File: src/atbs_pkg.sv
// ---------------------------------------------------------------------------
// atbs_pkg
// Shared types, codes and index helpers for the array tree / heap store.
// ---------------------------------------------------------------------------
package atbs_pkg;

  localparam int TREE_LEVELS = 4;
  localparam int KEY_WIDTH   = 32;
  localparam int SLOT_COUNT  = (1 << TREE_LEVELS) - 1;
  localparam int IDX_W       = TREE_LEVELS;
  localparam int CNT_W       = TREE_LEVELS;
  localparam int MODE_W      = 2;
  localparam int CMD_W       = 2;
  localparam int STS_W       = 3;
  localparam int IN_KEY_W    = 32;

  typedef logic [IDX_W-1:0]            idx_t;
  typedef logic [IDX_W:0]              widx_t;
  typedef logic signed [KEY_WIDTH-1:0] key_t;

  localparam logic [CMD_W-1:0] CMD_INSERT = 2'd0;
  localparam logic [CMD_W-1:0] CMD_DELETE = 2'd1;
  localparam logic [CMD_W-1:0] CMD_CLEAR  = 2'd2;

  localparam logic [MODE_W-1:0] MODE_BST = 2'd0;
  localparam logic [MODE_W-1:0] MODE_MAX = 2'd1;
  localparam logic [MODE_W-1:0] MODE_MIN = 2'd2;

  localparam logic [STS_W-1:0] ST_OK       = 3'd0;
  localparam logic [STS_W-1:0] ST_FULL     = 3'd1;
  localparam logic [STS_W-1:0] ST_EXISTS   = 3'd2;
  localparam logic [STS_W-1:0] ST_EMPTY    = 3'd3;
  localparam logic [STS_W-1:0] ST_NOTFOUND = 3'd4;
  localparam logic [STS_W-1:0] ST_NOSPACE  = 3'd5;

  localparam logic [1:0] WSEL_KEY  = 2'd0;
  localparam logic [1:0] WSEL_RDA  = 2'd1;
  localparam logic [1:0] WSEL_RDB  = 2'd2;
  localparam logic [1:0] WSEL_HOLD = 2'd3;

  localparam logic [1:0] CNT_NONE = 2'd0;
  localparam logic [1:0] CNT_INC  = 2'd1;
  localparam logic [1:0] CNT_DEC  = 2'd2;
  localparam logic [1:0] CNT_CLR  = 2'd3;

  typedef struct packed {
    logic [CMD_W-1:0]           cmd;
    logic signed [IN_KEY_W-1:0] key;
  } req_t;

  typedef struct packed {
    logic [STS_W-1:0] status;
    logic [CNT_W-1:0] entry_count;
  } res_t;

  typedef struct packed {
    logic       rd_en;
    idx_t       ra;
    idx_t       rb;
    logic       wr_en;
    idx_t       wa;
    logic [1:0] wsel;
    logic       ld_key;
    logic       ld_hold;
    logic       v_wr_en;
    idx_t       v_wr_idx;
    logic       v_wr_val;
    logic       v_clr_en;
    idx_t       v_clr_idx;
    logic [1:0] cnt_op;
    logic       clr_all;
  } dp_cmd_t;

  typedef struct packed {
    logic [SLOT_COUNT-1:0] valid;
    logic [CNT_W-1:0]      count;
    logic                  heap;
    logic                  eq_a;
    logic                  gt_a;
    logic                  hold_ol;
    logic                  hold_or;
    logic                  a_over_b;
  } dp_sts_t;

  function automatic widx_t left_of(idx_t i);
    return {i, 1'b1};
  endfunction

  function automatic widx_t right_of(idx_t i);
    return widx_t'({i, 1'b1}) + widx_t'(1);
  endfunction

  function automatic idx_t parent_of(idx_t i);
    return (i - idx_t'(1)) >> 1;
  endfunction

  function automatic logic in_range(widx_t w);
    return w < widx_t'(SLOT_COUNT);
  endfunction

endpackage

File: src/array_tree_heap_bst_store.sv
// ---------------------------------------------------------------------------
// array_tree_heap_bst_store
// Fifteen-slot implicit binary tree of unique signed keys, kept as a search
// tree, a max heap or a min heap.
// ---------------------------------------------------------------------------
// One transaction at a time. Steps that read the key memory go through a
// registered read. Insert: a duplicate scan over all slots, then sift up
// (heap) or descent (search tree). Delete: a scan from the last slot down
// to the match, then for a heap a move of the last entry into the hole plus
// sift down and sift up; for a search tree successor copies and subtree
// lifts. Clear and rejected commands go straight to the result. The result
// sits in an output register, so the next transaction may start while it
// waits.
module array_tree_heap_bst_store import atbs_pkg::*; (
  input  logic              clk_i,
  input  logic              rst_ni,
  input  logic              in_valid_i,
  output logic              in_stall_o,
  input  req_t              in_data_i,
  output logic              out_valid_o,
  input  logic              out_stall_i,
  output res_t              out_data_o,
  input  logic              cfg_we_i,
  input  logic [MODE_W-1:0] cfg_wdata_i
);

  dp_cmd_t dp_cmd;
  dp_sts_t dp_sts;

  atbs_ctrl u_ctrl (
    .clk_i       (clk_i),
    .rst_ni      (rst_ni),
    .in_valid_i  (in_valid_i),
    .in_stall_o  (in_stall_o),
    .in_data_i   (in_data_i),
    .out_valid_o (out_valid_o),
    .out_stall_i (out_stall_i),
    .out_data_o  (out_data_o),
    .cmd_o       (dp_cmd),
    .sts_i       (dp_sts)
  );

  atbs_dpath u_dpath (
    .clk_i       (clk_i),
    .rst_ni      (rst_ni),
    .cmd_i       (dp_cmd),
    .key_i       (in_data_i.key),
    .cfg_we_i    (cfg_we_i),
    .cfg_wdata_i (cfg_wdata_i),
    .sts_o       (dp_sts)
  );

  a_busy_after_accept: assert property (@(posedge clk_i) disable iff (!rst_ni)
    in_valid_i && !in_stall_o |=> in_stall_o)
    else $error("block idle right after accepting a transaction");

  a_no_rd_wr_same_cycle: assert property (@(posedge clk_i) disable iff (!rst_ni)
    dp_cmd.rd_en |-> !dp_cmd.wr_en)
    else $error("key memory read and written in one cycle");

  a_status_code: assert property (@(posedge clk_i) disable iff (!rst_ni)
    out_valid_o |-> out_data_o.status <= ST_NOSPACE)
    else $error("result carries an undefined status code");

endmodule

File: src/atbs_dpath.sv
// ---------------------------------------------------------------------------
// atbs_dpath
// Slot key memory, valid flags, entry count, mode register and comparators.
// ---------------------------------------------------------------------------
module atbs_dpath import atbs_pkg::*; (
  input  logic                       clk_i,
  input  logic                       rst_ni,
  input  dp_cmd_t                    cmd_i,
  input  logic signed [IN_KEY_W-1:0] key_i,
  input  logic                       cfg_we_i,
  input  logic [MODE_W-1:0]          cfg_wdata_i,
  output dp_sts_t                    sts_o
);

  key_t                  mem_q [SLOT_COUNT];
  key_t                  rda_q;
  key_t                  rdb_q;
  key_t                  key_q;
  key_t                  hold_q;
  key_t                  wdata;
  logic [SLOT_COUNT-1:0] valid_q, valid_d;
  logic [CNT_W-1:0]      count_q, count_d;
  logic [MODE_W-1:0]     mode_q;

  function automatic logic outranks(logic [MODE_W-1:0] m, key_t a, key_t b);
    return (m == MODE_MAX) ? (a > b) : (b > a);
  endfunction

  always_comb begin
    case (cmd_i.wsel)
      WSEL_KEY:  wdata = key_q;
      WSEL_RDA:  wdata = rda_q;
      WSEL_RDB:  wdata = rdb_q;
      default:   wdata = hold_q;
    endcase
  end

  always_ff @(posedge clk_i) begin
    if (cmd_i.wr_en) begin
      mem_q[cmd_i.wa] <= wdata;
    end
    if (cmd_i.rd_en) begin
      rda_q <= mem_q[cmd_i.ra];
      rdb_q <= mem_q[cmd_i.rb];
    end
  end

  always_ff @(posedge clk_i) begin
    if (cmd_i.ld_key) begin
      key_q <= key_t'(key_i);
    end
    if (cmd_i.ld_hold) begin
      hold_q <= rda_q;
    end
  end

  always_comb begin
    valid_d = valid_q;
    if (cmd_i.clr_all) begin
      valid_d = '0;
    end
    if (cmd_i.v_wr_en) begin
      valid_d[cmd_i.v_wr_idx] = cmd_i.v_wr_val;
    end
    if (cmd_i.v_clr_en) begin
      valid_d[cmd_i.v_clr_idx] = 1'b0;
    end
  end

  always_comb begin
    case (cmd_i.cnt_op)
      CNT_INC: count_d = count_q + CNT_W'(1);
      CNT_DEC: count_d = count_q - CNT_W'(1);
      CNT_CLR: count_d = '0;
      default: count_d = count_q;
    endcase
  end

  always_ff @(posedge clk_i or negedge rst_ni) begin
    if (!rst_ni) begin
      valid_q <= '0;
      count_q <= '0;
      mode_q  <= MODE_BST;
    end else begin
      valid_q <= valid_d;
      count_q <= count_d;
      if (cfg_we_i) begin
        mode_q <= cfg_wdata_i;
      end
    end
  end

  assign sts_o.valid    = valid_q;
  assign sts_o.count    = count_q;
  assign sts_o.heap     = (mode_q == MODE_MAX) || (mode_q == MODE_MIN);
  assign sts_o.eq_a     = (rda_q == key_q);
  assign sts_o.gt_a     = (key_q > rda_q);
  assign sts_o.hold_ol  = outranks(mode_q, hold_q, rda_q);
  assign sts_o.hold_or  = outranks(mode_q, hold_q, rdb_q);
  assign sts_o.a_over_b = outranks(mode_q, rda_q, rdb_q);

endmodule

File: src/atbs_ctrl.sv
// ---------------------------------------------------------------------------
// atbs_ctrl
// Sequencer for insert, delete and clear; owns the slot indices and the
// result register.
// ---------------------------------------------------------------------------
module atbs_ctrl import atbs_pkg::*; (
  input  logic    clk_i,
  input  logic    rst_ni,
  input  logic    in_valid_i,
  output logic    in_stall_o,
  input  req_t    in_data_i,
  output logic    out_valid_o,
  input  logic    out_stall_i,
  output res_t    out_data_o,
  output dp_cmd_t cmd_o,
  input  dp_sts_t sts_i
);

  localparam logic [4:0] S_IDLE    = 5'd0;
  localparam logic [4:0] S_DONE    = 5'd1;
  localparam logic [4:0] S_DUP_RD  = 5'd2;
  localparam logic [4:0] S_DUP_EV  = 5'd3;
  localparam logic [4:0] S_SU_RD   = 5'd4;
  localparam logic [4:0] S_SU_EV   = 5'd5;
  localparam logic [4:0] S_SU_W2   = 5'd6;
  localparam logic [4:0] S_BI_CHK  = 5'd7;
  localparam logic [4:0] S_BI_EV   = 5'd8;
  localparam logic [4:0] S_DEL_RD  = 5'd9;
  localparam logic [4:0] S_DEL_EV  = 5'd10;
  localparam logic [4:0] S_HD_MV   = 5'd11;
  localparam logic [4:0] S_SD_RD   = 5'd12;
  localparam logic [4:0] S_SD_EV   = 5'd13;
  localparam logic [4:0] S_SD_W2   = 5'd14;
  localparam logic [4:0] S_TR      = 5'd15;
  localparam logic [4:0] S_TR_DESC = 5'd16;
  localparam logic [4:0] S_TR_CP   = 5'd17;
  localparam logic [4:0] S_TR_ONE  = 5'd18;
  localparam logic [4:0] S_LF_CHK  = 5'd19;
  localparam logic [4:0] S_LF_MV   = 5'd20;
  localparam logic [4:0] S_LF_NX   = 5'd21;

  logic [4:0]       state_q, state_d;
  idx_t             i_q, i_d;
  idx_t             j_q, j_d;
  idx_t             d_q, d_d;
  idx_t             r_q, r_d;
  logic [STS_W-1:0] code_q, code_d;
  logic             ov_q, ov_d;
  res_t             od_q, od_d;
  dp_cmd_t          dc;

  widx_t lw, rw, jl, dl;
  idx_t  li, ri, pi, pj, pd, last;
  logic  l_ok, vl, vr, take_l;

  assign lw   = left_of(i_q);
  assign rw   = right_of(i_q);
  assign jl   = left_of(j_q);
  assign dl   = left_of(d_q);
  assign li   = idx_t'(lw);
  assign ri   = idx_t'(rw);
  assign pi   = parent_of(i_q);
  assign pj   = parent_of(j_q);
  assign pd   = parent_of(d_q);
  assign last = idx_t'(sts_i.count - CNT_W'(1));
  assign l_ok = in_range(lw);
  assign vl   = l_ok && sts_i.valid[li];
  assign vr   = l_ok && sts_i.valid[ri];
  assign take_l = (vl && vr) ? sts_i.a_over_b : 1'b1;

  always_comb begin
    state_d = state_q;
    i_d     = i_q;
    j_d     = j_q;
    d_d     = d_q;
    r_d     = r_q;
    code_d  = code_q;
    ov_d    = ov_q;
    od_d    = od_q;
    dc      = '0;
    if (ov_q && !out_stall_i) begin
      ov_d = 1'b0;
    end
    case (state_q)
      S_IDLE: begin
        if (in_valid_i) begin
          dc.ld_key = 1'b1;
          code_d    = ST_OK;
          state_d   = S_DONE;
          case (in_data_i.cmd)
            CMD_INSERT: begin
              if (sts_i.count == CNT_W'(SLOT_COUNT)) begin
                code_d = ST_FULL;
              end else begin
                i_d     = '0;
                state_d = S_DUP_RD;
              end
            end
            CMD_DELETE: begin
              if (sts_i.count == '0) begin
                code_d = ST_EMPTY;
              end else begin
                i_d     = idx_t'(SLOT_COUNT - 1);
                state_d = S_DEL_RD;
              end
            end
            CMD_CLEAR: begin
              dc.clr_all = 1'b1;
              dc.cnt_op  = CNT_CLR;
            end
            default: ;
          endcase
        end
      end
      S_DONE: begin
        if (!ov_q || !out_stall_i) begin
          ov_d             = 1'b1;
          od_d.status      = code_q;
          od_d.entry_count = sts_i.count;
          state_d          = S_IDLE;
        end
      end
      S_DUP_RD: begin
        dc.rd_en = 1'b1;
        dc.ra    = i_q;
        state_d  = S_DUP_EV;
      end
      S_DUP_EV: begin
        if (sts_i.valid[i_q] && sts_i.eq_a) begin
          code_d  = ST_EXISTS;
          state_d = S_DONE;
        end else if (i_q == idx_t'(SLOT_COUNT - 1)) begin
          if (sts_i.heap) begin
            dc.wr_en    = 1'b1;
            dc.wa       = idx_t'(sts_i.count);
            dc.wsel     = WSEL_KEY;
            dc.v_wr_en  = 1'b1;
            dc.v_wr_idx = idx_t'(sts_i.count);
            dc.v_wr_val = 1'b1;
            dc.cnt_op   = CNT_INC;
            i_d         = idx_t'(sts_i.count);
            state_d     = S_SU_RD;
          end else begin
            i_d     = '0;
            state_d = S_BI_CHK;
          end
        end else begin
          i_d     = i_q + idx_t'(1);
          state_d = S_DUP_RD;
        end
      end
      S_SU_RD: begin
        if (i_q == '0 || !sts_i.valid[pi]) begin
          state_d = S_DONE;
        end else begin
          dc.rd_en = 1'b1;
          dc.ra    = i_q;
          dc.rb    = pi;
          j_d      = pi;
          state_d  = S_SU_EV;
        end
      end
      S_SU_EV: begin
        if (sts_i.a_over_b) begin
          dc.wr_en = 1'b1;
          dc.wa    = i_q;
          dc.wsel  = WSEL_RDB;
          state_d  = S_SU_W2;
        end else begin
          state_d = S_DONE;
        end
      end
      S_SU_W2: begin
        dc.wr_en = 1'b1;
        dc.wa    = j_q;
        dc.wsel  = WSEL_RDA;
        i_d      = j_q;
        state_d  = S_SU_RD;
      end
      S_BI_CHK: begin
        if (!sts_i.valid[i_q]) begin
          dc.wr_en    = 1'b1;
          dc.wa       = i_q;
          dc.wsel     = WSEL_KEY;
          dc.v_wr_en  = 1'b1;
          dc.v_wr_idx = i_q;
          dc.v_wr_val = 1'b1;
          dc.cnt_op   = CNT_INC;
          state_d     = S_DONE;
        end else begin
          dc.rd_en = 1'b1;
          dc.ra    = i_q;
          state_d  = S_BI_EV;
        end
      end
      S_BI_EV: begin
        if (!in_range(sts_i.gt_a ? rw : lw)) begin
          code_d  = ST_NOSPACE;
          state_d = S_DONE;
        end else begin
          i_d     = sts_i.gt_a ? ri : li;
          state_d = S_BI_CHK;
        end
      end
      S_DEL_RD: begin
        dc.rd_en = 1'b1;
        dc.ra    = i_q;
        state_d  = S_DEL_EV;
      end
      S_DEL_EV: begin
        if (sts_i.valid[i_q] && sts_i.eq_a) begin
          if (sts_i.heap) begin
            dc.rd_en = 1'b1;
            dc.ra    = last;
            j_d      = last;
            state_d  = S_HD_MV;
          end else begin
            state_d = S_TR;
          end
        end else if (i_q == '0) begin
          code_d  = ST_NOTFOUND;
          state_d = S_DONE;
        end else begin
          i_d     = i_q - idx_t'(1);
          state_d = S_DEL_RD;
        end
      end
      S_HD_MV: begin
        dc.wr_en     = 1'b1;
        dc.wa        = i_q;
        dc.wsel      = WSEL_RDA;
        dc.ld_hold   = 1'b1;
        dc.v_wr_en   = 1'b1;
        dc.v_wr_idx  = i_q;
        dc.v_wr_val  = sts_i.valid[j_q];
        dc.v_clr_en  = 1'b1;
        dc.v_clr_idx = j_q;
        dc.cnt_op    = CNT_DEC;
        r_d          = i_q;
        if (sts_i.valid[j_q] && (i_q != j_q)) begin
          state_d = S_SD_RD;
        end else begin
          state_d = S_DONE;
        end
      end
      S_SD_RD: begin
        if (!(i_q < idx_t'(sts_i.count)) || !l_ok) begin
          i_d     = r_q;
          state_d = S_SU_RD;
        end else begin
          dc.rd_en = 1'b1;
          dc.ra    = li;
          dc.rb    = ri;
          state_d  = S_SD_EV;
        end
      end
      S_SD_EV: begin
        if ((vl && vr && !(sts_i.hold_ol && sts_i.hold_or)) ||
            (vl && !vr && !sts_i.hold_ol)) begin
          dc.wr_en = 1'b1;
          dc.wa    = i_q;
          dc.wsel  = take_l ? WSEL_RDA : WSEL_RDB;
          j_d      = take_l ? li : ri;
          state_d  = S_SD_W2;
        end else begin
          i_d     = r_q;
          state_d = S_SU_RD;
        end
      end
      S_SD_W2: begin
        dc.wr_en = 1'b1;
        dc.wa    = j_q;
        dc.wsel  = WSEL_HOLD;
        i_d      = j_q;
        state_d  = S_SD_RD;
      end
      S_TR: begin
        if (!vl && !vr) begin
          dc.v_clr_en  = 1'b1;
          dc.v_clr_idx = i_q;
          dc.cnt_op    = CNT_DEC;
          state_d      = S_DONE;
        end else if (vl && vr) begin
          j_d     = ri;
          state_d = S_TR_DESC;
        end else begin
          dc.rd_en = 1'b1;
          dc.ra    = vl ? li : ri;
          j_d      = vl ? li : ri;
          state_d  = S_TR_ONE;
        end
      end
      S_TR_DESC: begin
        if (in_range(jl) && sts_i.valid[idx_t'(jl)]) begin
          j_d = idx_t'(jl);
        end else begin
          dc.rd_en = 1'b1;
          dc.ra    = j_q;
          state_d  = S_TR_CP;
        end
      end
      S_TR_CP: begin
        dc.wr_en = 1'b1;
        dc.wa    = i_q;
        dc.wsel  = WSEL_RDA;
        i_d      = j_q;
        state_d  = S_TR;
      end
      S_TR_ONE: begin
        dc.wr_en     = 1'b1;
        dc.wa        = i_q;
        dc.wsel      = WSEL_RDA;
        dc.v_clr_en  = 1'b1;
        dc.v_clr_idx = j_q;
        dc.cnt_op    = CNT_DEC;
        if (!in_range(jl)) begin
          state_d = S_DONE;
        end else begin
          r_d     = j_q;
          j_d     = idx_t'(jl);
          d_d     = li;
          state_d = S_LF_CHK;
        end
      end
      S_LF_CHK: begin
        if (sts_i.valid[j_q]) begin
          dc.rd_en = 1'b1;
          dc.ra    = j_q;
          state_d  = S_LF_MV;
        end else begin
          state_d = S_LF_NX;
        end
      end
      S_LF_MV: begin
        dc.wr_en     = 1'b1;
        dc.wa        = d_q;
        dc.wsel      = WSEL_RDA;
        dc.v_wr_en   = 1'b1;
        dc.v_wr_idx  = d_q;
        dc.v_wr_val  = 1'b1;
        dc.v_clr_en  = 1'b1;
        dc.v_clr_idx = j_q;
        if (in_range(jl)) begin
          j_d     = idx_t'(jl);
          d_d     = idx_t'(dl);
          state_d = S_LF_CHK;
        end else begin
          state_d = S_LF_NX;
        end
      end
      S_LF_NX: begin
        if (j_q[0]) begin
          j_d     = j_q + idx_t'(1);
          d_d     = d_q + idx_t'(1);
          state_d = S_LF_CHK;
        end else if (pj == r_q) begin
          state_d = S_DONE;
        end else begin
          j_d = pj;
          d_d = pd;
        end
      end
      default: begin
        state_d = S_IDLE;
      end
    endcase
  end

  always_ff @(posedge clk_i or negedge rst_ni) begin
    if (!rst_ni) begin
      state_q <= S_IDLE;
      ov_q    <= 1'b0;
    end else begin
      state_q <= state_d;
      ov_q    <= ov_d;
    end
  end

  always_ff @(posedge clk_i) begin
    i_q    <= i_d;
    j_q    <= j_d;
    d_q    <= d_d;
    r_q    <= r_d;
    code_q <= code_d;
    od_q   <= od_d;
  end

  assign in_stall_o  = (state_q != S_IDLE);
  assign out_valid_o = ov_q;
  assign out_data_o  = od_q;
  assign cmd_o       = dc;

endmodule

File: config.mk
export PLATFORM = sky130hd
export DESIGN_NAME = array_tree_heap_bst_store
export DESIGN_NICKNAME = d
export VERILOG_FILES = /design/src/atbs_pkg.sv /design/src/array_tree_heap_bst_store.sv /design/src/atbs_dpath.sv /design/src/atbs_ctrl.sv
export SDC_FILE = /design/constraint.sdc
export NUM_CORES = 2
export LEC_CHECK = 0
export ABC_AREA = 0
export BUFFER_PORTS_ARGS = -buffer_cell sky130_fd_sc_hd__buf_2
export CAP_MARGIN = 20
export CORE_ASPECT_RATIO = 0.5
export CORE_MARGIN = 8
export CORE_UTILIZATION = 60
export CTS_BUF_LIST = sky130_fd_sc_hd__clkbuf_2
export DETAILED_ROUTE_END_ITERATION = 8
export PLACE_DENSITY = 0.76
export REMOVE_ABC_BUFFERS = 1
export SLEW_MARGIN = 20
export SYNTH_ARGS = -nofsm -noshare
export SYNTH_HDL_FRONTEND = slang
export SYNTH_SLANG_ARGS = --single-unit
export TNS_END_PERCENT = 5
File: constraint.sdc
create_clock -name clk_i -period 8.6 [get_ports clk_i]
set_input_delay 0 -clock clk_i [delete_from_list [all_inputs] [get_ports clk_i]]
set_output_delay 0 -clock clk_i [all_outputs]
set_load 0.1 [all_outputs]
==> impl_metrics.py <==
metrics = {
    "timing": {
        "fmax_mhz": 159,
        "setup_viol": 0,
        "fin_skew_ps": 118,
        "finalWorstPathRequiredPeriod_ps": 6300,
        "fin_crit_sh_pct": 73.3,
        "slew_violations": 0,
        "tightest_slew_ps": 1180,
        "setup_ws_ps": 2300,
        "rsz0062_at_grt": "false",
        "slew_headroom_pct": 19.9,
        "hold_violations": 0,
    },
    "cts": {
        "cts_sinks": 661,
        "root_buffer": "clkbuf_2",
        "cts_hold_buf": 106,
        "clock_latency_ps": 1210,
        "cts_tree": "done",
        "cts_buffers": 147,
        "postCtsSetupRepairBufs": 0,
        "cts_htree_levels": 4,
        "ctsResizeCount": 0,
        "clkSlewWorstSetupHoldPaths_ps": 120,
        "cts.path.max_buffers": 3,
    },
    "floorplan": {
        "rows": 63,
        "die-area_um2": 68200,
        "start_util_pct": 60.5,
        "core_area_um2": 59100,
        "die_h_um": 189,
        "ioPinCount": 50,
        "die_x_um": 361,
    },
    "cells_and_area": {
        "drive_above_1_share_pct": 20.9,
        "instances_no_fill": 3816,
        "postLayoutCoreUtil_pct": 66.7,
        "layout_commonest_cell": "edfxtp_1",
        "area_delta_synth_final_pct": 10.2,
        "fin_nets": 3115,
        "final_area_um2": 39400,
        "filler_cell_count": 4196,
        "layout_common_cells": "634 x edfxtp_1, 217 x clkbuf_2, 209 x mux2i_1",
    },
    "route": {
        "avgViaCountPerCell": 7.10,
        "drt_first_pass_iters": 7,
        "final_antenna_net_count": 0,
        "postRouteWirelength_um": 111000,
        "vias": 27100,
        "wl_per_cell_um": 29.0,
        "remaining_drc_errors": 0,
        "dr.first_iter.drc_count": 4753,
    },
    "placement": {
        "port_buffers": 49,
        "dp.cells": 3454,
        "placed_cell_area_um2": 37000,
        "pre_cts_slack_ps": 2510,
        "hpwlAfterDp_um": 64300,
        "gp_congestion": 1.05,
    },
    "pwr": {
        "peakVddDrop_v": 0.000201,
        "leakage_nw": 14.2,
        "powerDensity_nw_per_um2": 232,
    },
    "critical_path": {
        "startpoint_type": "register",
        "r2r_slack_ps": 2300,
        "end_kind": "register",
        "crit_type": "reg -> reg",
        "crit_chain": "buf_4 > inv_1 > ha_1 > mux4_2 > nand2_1 > a21oi_1 > a31oi_1 > or2_2 > inv_1 > ha_1 > inv_1 > nor3_1 > nor2_1 > a21oi_4 > nor2b_2 > buf_4 > a222oi_1 > buf_4",
        "crit_slowest_cell": "a21oi_4",
        "crit_required_ps": 9510,
        "path_max_fanout": 28,
        "slowest_delay_ps": 700,
        "arrival_ps": 7210,
    },
    "yosys": {
        "ys.flop_type": "edfxtp_1",
        "synthCells": 2716,
        "ys_types": 85,
        "ys.warnings.count": 0,
        "synth_edf_count": 634,
        "synthArstFlopShare_pct": 4.08,
        "ys_ff_latch": 661,
        "netlist_area_um2": 35800,
        "seq_area_frac_synth_pct": 55.1,
        "postSynthAreaPerCell_um2": 13.2,
    },
    "grt": {
        "grt_max_degree": 149,
        "first_global_vias": 26400,
        "grt_pass1_wl_um": 163000,
        "grt_usage_pct": 31.5,
        "antenna_found_initial": 1,
        "grt.overflow.total": 0,
    },
    "flow_run": {
        "cap_violations": 0,
    },
    "outcome": {
        "outcome": "completed",
    },
    "worst_hold_path": {
        "hold_path.class": "in -> reg",
    },
}
per-stage QoR:
step                setup TNS, ps  total power, mW  hold WS [ps]
global placement                0             6.95          50.6
finish                          0             9.14          82.0
floorplan                 -584340             6.16          -296
global route                    0             9.48          16.7
CTS                             0             9.04         0.433
detailed placement              0             7.02          55.0
final timing paths:
path	start	endpoint	cells past startpoint
max	u_ctrl.i_q[1]	u_dpath.mem_q[14][6]	18
min	in_data_i[27]	u_dpath.key_q[27]	3
max reg2reg	u_ctrl.i_q[1]	u_dpath.mem_q[14][6]	18
min reg2reg	u_ctrl.code_q[0]	u_ctrl.out_data_o[4]	0
max in group asynchronous	rst_ni	u_ctrl.state_q[4]	5
min in group asynchronous	rst_ni	u_ctrl.state_q[0]	5
registers in the layout, summed over array words and instances, names as in the netlist:
signal              cells
u_ctrl.code_q           3
u_dpath.count_q         4
u_dpath.valid_q        15
u_dpath.rdb_q          32
u_ctrl.j_q              4
u_dpath.hold_q         32
u_dpath.key_q          32
u_ctrl.state_q          5
u_dpath.rda_q          32
u_dpath.mem_q         480
u_ctrl.d_q              4
u_ctrl.out_data_o       7
u_ctrl.out_valid_o      1
u_dpath.mode_q          2
u_ctrl.r_q              4
u_ctrl.i_q              4
metal layers:
metal	global-route usage, %	up-vias	wire, um
met4	13.4	0	4660
met1	42.7	13000	41400
met2	46.1	2342	47200
met5	0	-	0
met3	10.8	397	17400
li1	-	11400	-
final cells by class:
class                           count  area [um2]  share of cell area [%]
Clock buffer                      217        1090                    2.75
Tap cell                          780         976                    2.47
Inverter                          125         469                    1.19
Timing Repair Buffer              242        2020                    5.13
Antenna cell                        1        2.50                 0.00634
Multi-Input combinational cell   1752       14900                    37.9
Sequential cell                   661       19700                    50.0
Clock inverter                     38         233                   0.590
kinds of logic after synthesis:
| logic type | synth area share, % |
|---|---|
| AO/OA/AOI/OAI | 14.2 |
| XOR/XNOR | 0.608 |
| adder cells (fa/ha/maj) | 5.07 |
| buffers and inverters | 3.73 |
| flip-flops | 55.1 |
| multiplexers | 13.8 |
| AND/OR/NAND/NOR | 7.49 |
report_power, final:
group | internal (mW) | switching (mW)
combinational | 0.999 | 1.92
sequential | 3.99 | 0.219
clock | 0.737 | 1.27
total | 5.73 | 3.41
Yosys cell counts (all sizes together) (5+ instances only):
cell	instances	share of area (%)
a2111oi	38	1.5
a211oi	71	1.5
a21o	26	0.55
a21oi	114	1.6
a221oi	8	0.20
a222oi	37	1.0
a22o	6	0.15
a22oi	20	0.42
a2bb2oi	35	0.86
a31oi	38	0.66
and3	9	0.16
buf	76	1.3
clkbuf	102	1.1
dfrtp	27	1.9
edfxtp	634	53
ha	145	5.1
inv	125	1.3
mux2	38	1.2
mux2i	209	5.8
mux4	107	6.7
nand2	191	2.0
nand2b	26	0.45
nand3	48	0.69
nand3b	5	0.10
nand4	33	0.58
nor2	144	1.5
nor2b	22	0.38
nor3	30	0.42
nor4	17	0.30
nor4b	6	0.15
o2111ai	6	0.21
o211ai	11	0.24
o21a	6	0.13
o21ai	92	1.3
o221ai	36	0.88
o22ai	69	1.7
o41ai	6	0.15
or2	9	0.16
or3	9	0.16
xnor2	15	0.37
xor2	9	0.24
critical path, delay by kind of cell (launching register included):
family / cells / cell delay (ps)
compound gates: 4 / 1070
fa+ha+maj: 2 / 930
buf+inv: 6 / 1460
flops: 1 / 340
mux: 1 / 340
simple gates: 5 / 1890
(Power assumes the default switching activity.)
